**src/rtl/pcd_pkg.sv**
```systemverilog
// ----------------------------------------------------------------------------
// pcd_pkg: shared types and constants for the curve turn PID drive
// Register indexes, fixed field widths, drive limit and the control struct
// that runs the serial multiply-accumulate unit.
// ----------------------------------------------------------------------------
`default_nettype none

package pcd_pkg;

  localparam int HEADING_BITS_DEF = 16;
  localparam int GAIN_W           = 16;  // signed Q12.4 gains, Q0.16 ratio
  localparam int MUL_BITS         = 16;  // multiplier digits, one per cycle
  localparam int CNT_W            = $clog2(MUL_BITS);
  localparam int INTEG_W          = 32;
  localparam int DRIVE_W          = 16;
  localparam int THRESH_W         = 15;
  localparam int SETTLE_W         = 8;
  localparam int DRIVE_LIMIT      = 20480;
  localparam int REG_IDX_W        = 3;

  localparam logic [REG_IDX_W-1:0] REG_TARGET  = 3'd0;
  localparam logic [REG_IDX_W-1:0] REG_GAIN_P  = 3'd1;
  localparam logic [REG_IDX_W-1:0] REG_GAIN_I  = 3'd2;
  localparam logic [REG_IDX_W-1:0] REG_GAIN_D  = 3'd3;
  localparam logic [REG_IDX_W-1:0] REG_RATIO   = 3'd4;
  localparam logic [REG_IDX_W-1:0] REG_RLEAD   = 3'd5;
  localparam logic [REG_IDX_W-1:0] REG_THRESH  = 3'd6;
  localparam logic [REG_IDX_W-1:0] REG_SETTLE  = 3'd7;

  typedef struct packed {
    logic clear;   // zero the accumulator
    logic step;    // take one multiplier digit
    logic negate;  // sign digit of a two's complement multiplier
  } pcd_mac_ctl_t;

endpackage

`default_nettype wire

```
**src/rtl/pcd_mac.sv**
```systemverilog
// ----------------------------------------------------------------------------
// pcd_mac: serial shift-add multiply-accumulate
// One multiplier bit per step: the selected addend goes into the high half,
// the sum shifts right one place and the low bit drops into the low half.
// ----------------------------------------------------------------------------
`default_nettype none

module pcd_mac import pcd_pkg::*; #(
  parameter int AW = 34
) (
  input  wire logic          clk_i,
  input  wire pcd_mac_ctl_t  ctl_i,
  input  wire logic [AW-1:0] addend_i,
  output logic [AW-1:0]      hi_o,
  output logic [MUL_BITS-1:0] lo_o
);

  logic [AW-1:0]       hi_q, hi_d;
  logic [MUL_BITS-1:0] lo_q, lo_d;
  logic [AW:0]         add_x, sum_w;

  always_comb begin
    add_x = {addend_i[AW-1], addend_i};
    if (ctl_i.negate) begin
      add_x = -add_x;
    end
    sum_w = {hi_q[AW-1], hi_q} + add_x;
    hi_d  = hi_q;
    lo_d  = lo_q;
    if (ctl_i.clear) begin
      hi_d = '0;
      lo_d = '0;
    end else if (ctl_i.step) begin
      hi_d = sum_w[AW:1];
      lo_d = {sum_w[0], lo_q[MUL_BITS-1:1]};
    end
  end

  always_ff @(posedge clk_i) begin
    hi_q <= hi_d;
    lo_q <= lo_d;
  end

  assign hi_o = hi_q;
  assign lo_o = lo_q;

endmodule

`default_nettype wire

```
**src/rtl/pcd_settle.sv**
```systemverilog
// ----------------------------------------------------------------------------
// pcd_settle: settle tick counter
// Counts consecutive in-tolerance ticks, saturating, and flags settled.
// ----------------------------------------------------------------------------
`default_nettype none

module pcd_settle import pcd_pkg::*; (
  input  wire logic                clk_i,
  input  wire logic                rst_ni,
  input  wire logic                upd_i,
  input  wire logic                in_tol_i,
  input  wire logic [SETTLE_W-1:0] settle_count_i,
  output logic                     settled_o
);

  logic [SETTLE_W-1:0] cnt_q, cnt_d;

  always_comb begin
    cnt_d = cnt_q;
    if (upd_i) begin
      if (!in_tol_i) begin
        cnt_d = '0;
      end else if (cnt_q != '1) begin
        cnt_d = cnt_q + 1'b1;
      end
    end
  end

  always_ff @(posedge clk_i or negedge rst_ni) begin
    if (!rst_ni) begin
      cnt_q <= '0;
    end else begin
      cnt_q <= cnt_d;
    end
  end

  assign settled_o = (cnt_q >= settle_count_i);

endmodule

`default_nettype wire

```
**src/rtl/pid_curve_turn_drive.sv**
```systemverilog
// ----------------------------------------------------------------------------
// pid_curve_turn_drive: heading PID with clamped outer/inner wheel drives
// Turns each heading word into left/right motor commands and a settled flag.
// ----------------------------------------------------------------------------
// Each accepted word runs through the states in order: the error is captured
// on acceptance, prep updates integral, derivative and settle count, the
// bit-serial multiply-accumulate runs over the 16 gain bits (all three PID
// terms share each step), clamp follows, the same unit runs over the ratio
// bits for the inner wheel, and done loads the output register. No new word
// is taken before the result is loaded, so a stalled result holds the block
// in done and the next heading word waits. The user writes configuration
// only while the block is idle; the block itself does not enforce this.
`default_nettype none

module pid_curve_turn_drive import pcd_pkg::*; #(
  parameter int HEADING_BITS = HEADING_BITS_DEF
) (
  input  wire logic                    clk_i,
  input  wire logic                    rst_ni,
  input  wire logic                    cfg_we_i,
  input  wire logic [REG_IDX_W-1:0]    cfg_idx_i,
  input  wire logic [((HEADING_BITS > GAIN_W) ? HEADING_BITS : GAIN_W)-1:0] cfg_data_i,
  input  wire logic                    in_valid_i,
  output logic                         in_stall_o,
  input  wire logic [HEADING_BITS-1:0] heading_i,
  output logic                         out_valid_o,
  input  wire logic                    out_stall_i,
  output logic [DRIVE_W-1:0]           left_drive_o,
  output logic [DRIVE_W-1:0]           right_drive_o,
  output logic                         settled_o
);

  localparam int HB = HEADING_BITS;
  localparam int OW = (INTEG_W > HB + 2) ? INTEG_W : HB + 2;
  localparam int AW = OW + 2;
  localparam int SW = AW + MUL_BITS;
  localparam int QW = 20;  // in-range sums fit here
  localparam logic signed [SW-1:0] S_MAX = SW'(DRIVE_LIMIT * 16 + 15);
  localparam logic signed [SW-1:0] S_MIN = -S_MAX;
  localparam logic signed [DRIVE_W-1:0] D_MAX = DRIVE_W'(DRIVE_LIMIT);
  localparam logic signed [DRIVE_W-1:0] D_MIN = -D_MAX;

  typedef enum logic [5:0] {
    ST_IDLE  = 6'b000001,
    ST_PREP  = 6'b000010,
    ST_MUL   = 6'b000100,
    ST_CLAMP = 6'b001000,
    ST_RATIO = 6'b010000,
    ST_DONE  = 6'b100000
  } state_e;

  state_e state_q, state_d;
  logic [CNT_W-1:0] cnt_q;

  // configuration
  logic [HB-1:0]       tgt_q;
  logic [GAIN_W-1:0]   gp_q, gi_q, gd_q, ratio_q;
  logic                rlead_q;
  logic [THRESH_W-1:0] thresh_q;
  logic [SETTLE_W-1:0] scount_q;

  // datapath
  logic [HB:0]          e_q, prev_q;
  logic [HB+1:0]        d_q;
  logic [INTEG_W-1:0]   integ_q;
  logic [GAIN_W-1:0]    gp_sr_q, gi_sr_q, gd_sr_q;
  logic [DRIVE_W-1:0]   outer_q;
  logic [DRIVE_W-1:0]   left_q, right_q;
  logic                 settled_q, out_vld_q;

  logic                 in_acc, out_load;
  logic [HB:0]          e_w, e_mag;
  logic [HB+1:0]        d_w;
  logic [INTEG_W:0]     isum_w;
  logic [INTEG_W-1:0]   integ_w;
  logic [AW-1:0]        ext_e, ext_i, ext_d, ext_o, addend;
  logic [AW-1:0]        mac_hi;
  logic [MUL_BITS-1:0]  mac_lo;
  logic signed [SW-1:0] s_w;
  logic signed [QW-1:0] q_w;
  logic [DRIVE_W-1:0]   outer_w, inner_w;
  logic                 settled_w, in_tol;
  pcd_mac_ctl_t         mac_ctl;

  assign in_stall_o = (state_q != ST_IDLE);
  assign in_acc     = in_valid_i && !in_stall_o;
  assign out_load   = (state_q == ST_DONE) && (!out_vld_q || !out_stall_i);

  // configuration writes
  always_ff @(posedge clk_i or negedge rst_ni) begin
    if (!rst_ni) begin
      tgt_q    <= '0;
      gp_q     <= GAIN_W'(256);
      gi_q     <= '0;
      gd_q     <= '0;
      ratio_q  <= GAIN_W'(32768);
      rlead_q  <= 1'b1;
      thresh_q <= THRESH_W'(32);
      scount_q <= SETTLE_W'(5);
    end else if (cfg_we_i) begin
      case (cfg_idx_i)
        REG_TARGET: tgt_q    <= cfg_data_i[HB-1:0];
        REG_GAIN_P: gp_q     <= cfg_data_i[GAIN_W-1:0];
        REG_GAIN_I: gi_q     <= cfg_data_i[GAIN_W-1:0];
        REG_GAIN_D: gd_q     <= cfg_data_i[GAIN_W-1:0];
        REG_RATIO:  ratio_q  <= cfg_data_i[GAIN_W-1:0];
        REG_RLEAD:  rlead_q  <= cfg_data_i[0];
        REG_THRESH: thresh_q <= cfg_data_i[THRESH_W-1:0];
        REG_SETTLE: scount_q <= cfg_data_i[SETTLE_W-1:0];
        default: ;
      endcase
    end
  end

  // error, integral, derivative
  always_comb begin
    e_w     = {tgt_q[HB-1], tgt_q} - {heading_i[HB-1], heading_i};
    d_w     = {e_q[HB], e_q} - {prev_q[HB], prev_q};
    isum_w  = {integ_q[INTEG_W-1], integ_q} + {{(INTEG_W-HB){e_q[HB]}}, e_q};
    integ_w = isum_w[INTEG_W-1:0];
    if (isum_w[INTEG_W] != isum_w[INTEG_W-1]) begin
      // saturate toward the sign of the true sum
      integ_w = {isum_w[INTEG_W], {(INTEG_W-1){~isum_w[INTEG_W]}}};
    end
    e_mag  = e_q[HB] ? -e_q : e_q;
    in_tol = (e_mag <= (HB+1)'(thresh_q));
  end

  // addend for the current multiplier digit
  always_comb begin
    ext_e = {{(AW-HB-1){e_q[HB]}}, e_q};
    ext_i = {{(AW-INTEG_W){integ_q[INTEG_W-1]}}, integ_q};
    ext_d = {{(AW-HB-2){d_q[HB+1]}}, d_q};
    ext_o = {{(AW-DRIVE_W){outer_q[DRIVE_W-1]}}, outer_q};
    if (state_q == ST_RATIO) begin
      addend = gp_sr_q[0] ? ext_o : '0;
    end else begin
      addend = (gp_sr_q[0] ? ext_e : '0) + (gi_sr_q[0] ? ext_i : '0)
             + (gd_sr_q[0] ? ext_d : '0);
    end
    mac_ctl.clear  = (state_q == ST_PREP) || (state_q == ST_CLAMP);
    mac_ctl.step   = (state_q == ST_MUL) || (state_q == ST_RATIO);
    mac_ctl.negate = (state_q == ST_MUL) && (cnt_q == CNT_W'(MUL_BITS - 1));
  end

  pcd_mac #(
    .AW(AW)
  ) u_mac (
    .clk_i    (clk_i),
    .ctl_i    (mac_ctl),
    .addend_i (addend),
    .hi_o     (mac_hi),
    .lo_o     (mac_lo)
  );

  pcd_settle u_settle (
    .clk_i          (clk_i),
    .rst_ni         (rst_ni),
    .upd_i          (state_q == ST_PREP),
    .in_tol_i       (in_tol),
    .settle_count_i (scount_q),
    .settled_o      (settled_w)
  );

  // clamp and divide by 16 toward zero; inner wheel rounding toward zero
  always_comb begin
    s_w = {mac_hi, mac_lo};
    q_w = s_w[QW-1:0] + (s_w[SW-1] ? QW'(15) : QW'(0));
    if (s_w > S_MAX) begin
      outer_w = D_MAX;
    end else if (s_w < S_MIN) begin
      outer_w = D_MIN;
    end else begin
      outer_w = q_w[QW-1:4];
    end
    inner_w = mac_hi[DRIVE_W-1:0]
            + {{(DRIVE_W-1){1'b0}}, (mac_hi[AW-1] && (mac_lo != '0))};
  end

  always_comb begin
    state_d = state_q;
    case (state_q)
      ST_IDLE:  if (in_acc) state_d = ST_PREP;
      ST_PREP:  state_d = ST_MUL;
      ST_MUL:   if (cnt_q == CNT_W'(MUL_BITS - 1)) state_d = ST_CLAMP;
      ST_CLAMP: state_d = ST_RATIO;
      ST_RATIO: if (cnt_q == CNT_W'(MUL_BITS - 1)) state_d = ST_DONE;
      ST_DONE:  if (out_load) state_d = ST_IDLE;
      default:  state_d = ST_IDLE;
    endcase
  end

  always_ff @(posedge clk_i or negedge rst_ni) begin
    if (!rst_ni) begin
      state_q   <= ST_IDLE;
      cnt_q     <= '0;
      prev_q    <= '0;
      integ_q   <= '0;
      out_vld_q <= 1'b0;
    end else begin
      state_q <= state_d;
      if (mac_ctl.step) begin
        cnt_q <= cnt_q + 1'b1;
      end else begin
        cnt_q <= '0;
      end
      if (state_q == ST_PREP) begin
        integ_q <= integ_w;
        prev_q  <= e_q;
      end
      if (out_load) begin
        out_vld_q <= 1'b1;
      end else if (!out_stall_i) begin
        out_vld_q <= 1'b0;
      end
    end
  end

  // payload registers
  always_ff @(posedge clk_i) begin
    if (in_acc) begin
      e_q <= e_w;
    end
    if (state_q == ST_PREP) begin
      d_q     <= d_w;
      gp_sr_q <= gp_q;
      gi_sr_q <= gi_q;
      gd_sr_q <= gd_q;
    end else if (state_q == ST_CLAMP) begin
      outer_q <= outer_w;
      gp_sr_q <= ratio_q;
    end else if (mac_ctl.step) begin
      gp_sr_q <= {1'b0, gp_sr_q[GAIN_W-1:1]};
      gi_sr_q <= {1'b0, gi_sr_q[GAIN_W-1:1]};
      gd_sr_q <= {1'b0, gd_sr_q[GAIN_W-1:1]};
    end
    if (out_load) begin
      left_q    <= rlead_q ? inner_w : outer_q;
      right_q   <= rlead_q ? outer_q : inner_w;
      settled_q <= settled_w;
    end
  end

  assign out_valid_o   = out_vld_q;
  assign left_drive_o  = left_q;
  assign right_drive_o = right_q;
  assign settled_o     = settled_q;

  // accepted word always starts the update cycle
  a_accept_prep: assert property (@(posedge clk_i) disable iff (!rst_ni)
    in_acc |=> (state_q == ST_PREP))
    else $error("accepted word did not start processing");

  // a result loaded into the output register is presented as valid
  a_done_loads: assert property (@(posedge clk_i) disable iff (!rst_ni)
    out_load |=> out_valid_o)
    else $error("finished result not presented");

  // both drives stay within the clamp
  a_drive_range: assert property (@(posedge clk_i) disable iff (!rst_ni)
    out_valid_o |-> ($signed(left_drive_o) <= D_MAX && $signed(left_drive_o) >= D_MIN
                  && $signed(right_drive_o) <= D_MAX && $signed(right_drive_o) >= D_MIN))
    else $error("drive outside clamp range");

endmodule

`default_nettype wire
```
**config.mk**
```make
export PLATFORM = sky130hd
export DESIGN_NAME = pid_curve_turn_drive
export DESIGN_NICKNAME = d
export VERILOG_FILES = /design/src/rtl/pcd_pkg.sv /design/src/rtl/pcd_mac.sv /design/src/rtl/pcd_settle.sv /design/src/rtl/pid_curve_turn_drive.sv
export SDC_FILE = /design/constraint.sdc
export NUM_CORES = 1
export LEC_CHECK = 0
export ABC_AREA = 1
export BUFFER_PORTS_ARGS = -buffer_cell sky130_fd_sc_hd__buf_2
export CELL_PAD_IN_SITES_DETAIL_PLACEMENT = 1
export CELL_PAD_IN_SITES_GLOBAL_PLACEMENT = 1
export CORE_MARGIN = 3
export CORE_UTILIZATION = 30
export CTS_CLUSTER_DIAMETER = 30
export CTS_CLUSTER_SIZE = 16
export DETAILED_ROUTE_END_ITERATION = 7
export GPL_ROUTABILITY_DRIVEN = 0
export PLACE_DENSITY = 0.65
export SLEW_MARGIN = 40
export SYNTH_ARGS = -nofsm -noshare
export SYNTH_HDL_FRONTEND = slang
export SYNTH_SLANG_ARGS = --single-unit
```
**constraint.sdc**
```tcl
create_clock -name clk_i -period 6.15 [get_ports clk_i]
set_input_delay 0.9225 -clock clk_i [delete_from_list [all_inputs] [get_ports clk_i]]
set_output_delay 0.9225 -clock clk_i [all_outputs]
set_load 0.01 [all_outputs]
```
==> results list <==
* Post-route DRC violation count: 0
- Number of hold violations in the final report: 0
- Measured against its own limit, the worst slew margin works out to 46.5%.
- The clock passes through at most 3 buffers.
- Pin slew with the least headroom to its limit: 0.794 ns
- Max Cap Violations: 0
- Average wire per cell in the routed design: 17.3 µm
* Critical path start-end classification: flip-flop to flip-flop
- Worst r2r path cells: 33
- Clock Sink Count: 354
- Register-to-register setup slack: 0.42 ns
* Number of nets with antenna violations after routing: 0
* EDFF count, synth: 132
- Floorplan core area: 80800 µm²
* Clock-pin slew of the registers on the worst-case setup and hold paths: 0.05 ns
- The first global-routing pass estimated 127 mm of wire.
* Xor-xnor portion of the synthesized cell area: 4.85%
- Cell at the root of the clock tree: sky130_fd_sc_hd__clkbuf_16
- In the synthesized netlist the dominant register cell turns out to be sky130_fd_sc_hd__dfrtp_1.
- Row generation in the floorplan step produced 104 rows.
* Placed wire-length estimate after detailed placement: 58.7 mm
* Total number of vias: 22000
- Number of distinct library cells after synthesis: 59
- For this design, the slowest cell found on the critical path is sky130_fd_sc_hd__fa_1.
- Of the cells placed in the final design, the portion with a size suffix greater than 1 is 11.2%.
- Relative area change from synthesis to final layout: 21.9%
- Worst min-delay path category: primary input to async pin
* Setup slack of the critical path after layout: 0.417 ns
- Number of input and output port buffers inserted: 74
- Number of global-route vias before repair: 23500
- Final critical delay including setup and external delays: 5.73 ns
- Entering global routing, the biggest net connects 53 pins.
- Most common cell after layout, fill and taps aside: sky130_fd_sc_hd__nand2_1
* Final setup viols: 0
* Met3 layer usage reported by global route: 3.07%
- Total CTS buffers: 95
- Of all flip-flops after synthesis, the portion carrying an async set or reset was 48.6%.
- Final Routed Wirelength: 78.4 mm
- Adder and majority gate portion of the synthesized area: 11.4%
* Seq. cell area: 9280 µm²
- Num ports: 75
- Die X-Extent: 292 µm
* Area fraction of the dominant cell type after synthesis: 16.8%
- Type of destination of the critical path: flip-flop
- The cell that appears most often on the critical path is sky130_fd_sc_hd__nand2_1.
- Largest family of logic cells by synthesized area: simple AND/OR/NAND/NOR gates
- Htree depth: 3
* Area used by multi-input combinational logic: 13300 µm²
- Result of the run: completed
- Slowest Stage Delay on Critical Path: 0.55 ns
- Before antenna repair, the detailed router went through 5 iterations.
- M1 GR Usage: 24.1%
- In the post-synthesis netlist, the biggest area contributors are sky130_fd_sc_hd__dfrtp_1, sky130_fd_sc_hd__edfxtp_1, sky130_fd_sc_hd__nand2_1.
- After the last flow step, the layout net total stands at 3634.
* Quantity of hold-fixing buffers added after cts: 0
* Maximum fanout count along the critical path: 16
* Initial DRC Count: 1056
- DIE AREA: 85400 µm²
- Net count after synthesis: 3492
* Number of storage elements in the synthesis netlist: 354
* Critical register-to-register path endpoint: u_mac.hi_o[32]
- The Yosys step of the flow raised 0 warnings.
- Portion of the post-synthesis area used by sequential elements: 37.8%
- Placed cell count: 4342
* Gr ovfl total: 0
* Non-filler cells, final: 4537
- Global routing consumed, on the met2 layer, 31.6% of the routing resources.
- Syn Inst Count: 3251
- Vias per cell: 4.86
- Grouping stages by cell kind, the critical path spends the most delay in simple AND/OR/NAND/NOR gates.
- Setup slack after placement: -0.0901 ns
- Initial Utilization: 30.4%
- Final core utilization: 37.1%
- For this run, the top clock speed supported by timing is 0.174 GHz.
- Together, buffers and inverters on the worst path number 5.
* Arrival time of data at the critical path endpoint: 6.21 ns
* Antenna violations before repair: 2
- Die outline height: 292 µm
- Synthesized-area fraction occupied by ao, oa, aoi and oai cells: 13.3%
* Dominant cell type by area after synthesis: sky130_fd_sc_hd__dfrtp_1
* Post-synthesis mux area share: 0%
- Post-synth design cell area: 24600 µm²
* Combined global-route utilization of all metal layers: 18.4%
- Setup repair after global routing could not meet its margin everywhere.
- Critical R2R Launch: gp_sr_q[0]
- Between clock sinks in the finished design, the worst skew comes to 0.107 ns.
* Filler instances: 9717
- CP startpoint kind: flip-flop
- At the later pin of the worst-skew pair, clock insertion delay measures 0.69 ns.
- Summing the areas of all and, or, nand and nor instances in the mapped netlist gives 23.8% of the synthesized area.
- The number of max-slew violations in the final report is 0.
* Final worst path period share: 93.2%
- Most frequent cells in the layout: sky130_fd_sc_hd__nand2_1, sky130_fd_sc_hd__inv_1, sky130_fd_sc_hd__o21ai_0
* Data required time of the critical path: 6.62 ns
* Mean area per synthesized cell: 7.56 µm²
- CTS tree: built
* Global route hottest layer: met2
## Yosys cell counts, drive strengths merged (2+ instances only)
cell / instances
or2: 2
nor3b: 2
a21oi: 173
nor4: 18
nor4b: 3
a31oi: 18
nand3b: 9
a211oi: 3
a2bb2oi: 30
clkbuf: 67
inv: 498
o21bai: 19
o22ai: 24
dfrtp: 165
xnor2: 56
o21a: 8
dfxtp: 50
edfxtp: 132
o211ai: 4
a21boi: 6
o21ai: 254
ha: 164
dfstp: 7
and2: 5
o221ai: 5
nand2: 914
nand3: 146
nand4: 44
nor2: 218
o31ai: 7
nor3: 42
a21o: 11
a221oi: 4
xor2: 80
fa: 37
buf: 18
## kinds of logic (layout without fill, tap and decap cells)
group / count (synthesis) / in the layout
buffers and inverters: 584 / 809
adder cells (fa/ha/maj): 201 / 201
flip-flops: 354 / 354
AND/OR/NAND/NOR: 1404 / 1404
other: 0 / 1
AO/OA/AOI/OAI: 572 / 572
XOR/XNOR: 136 / 136
## cell type report
cell class	count	area share, %
Antenna cell	1	0.00835
Clock buffer	130	8.77
Clock inverter	50	2.24
Inverter	499	6.26
Multi-Input combinational cell	2313	44.5
Sequential cell	354	31.0
Tap cell	1060	4.43
Timing Repair Buffer	130	2.86
## routing by layer
layer / routed length, µm / part of all wire (%)
met5: 0 / 0
met1: 36500 / 47
met3: 2940 / 3.8
met2: 37400 / 48
met4: 1540 / 2.0
## worst max path at each step
stage / startpoint / cells after the start / to
global placement: gd_sr_q[0] / 32 / u_mac.hi_o[32]
CTS: gp_sr_q[0] / 33 / u_mac.hi_o[32]
global route: gp_sr_q[0] / 37 / u_mac.hi_o[22]
floorplan: gp_sr_q[0] / 33 / u_mac.hi_o[33]
finish: gp_sr_q[0] / 33 / u_mac.hi_o[32]
detailed placement: gd_sr_q[0] / 32 / u_mac.hi_o[32]
## per-stage QoR
stage	hold slack (ns)	TNS [ns]	cell area [µm²]
2_1_floorplan	0.433	0	24600
3_3_place_gp	0.455	0	26200
3_5_place_dp	0.469	-0.0901	26300
4_1_cts	0.174	0	29700
5_1_grt	0.193	-0.220	30000
6_report	0.193	0	30000
## state kept, by name, summed over array words and instances (netlist names), 4 cells and up
signal and count:
cnt_q 4, d_q 18, e_q 17, gd_q 16, gd_sr_q 16, gi_q 16, gi_sr_q 16, gp_q 16
gp_sr_q 16, integ_q 32, left_drive_o 16, outer_q 16, prev_q 17, ratio_q 16, right_drive_o 16, scount_q 8
state_q 6, tgt_q 16, thresh_q 15, u_mac.hi_o 34, u_mac.lo_o 16, u_settle.cnt_q 8
## what timing repair did
action / CTS / global route
cloned: 0 / 0
resized for setup: 3 / 63
setup buffers: 7 / 7
pin swaps: 0 / 7
endpoints found under the setup margin: 3 / 13
Power is left out: the tool's default activity adds up to more than one toggle a clock period on the data nets, which glitch-free logic cannot reach.
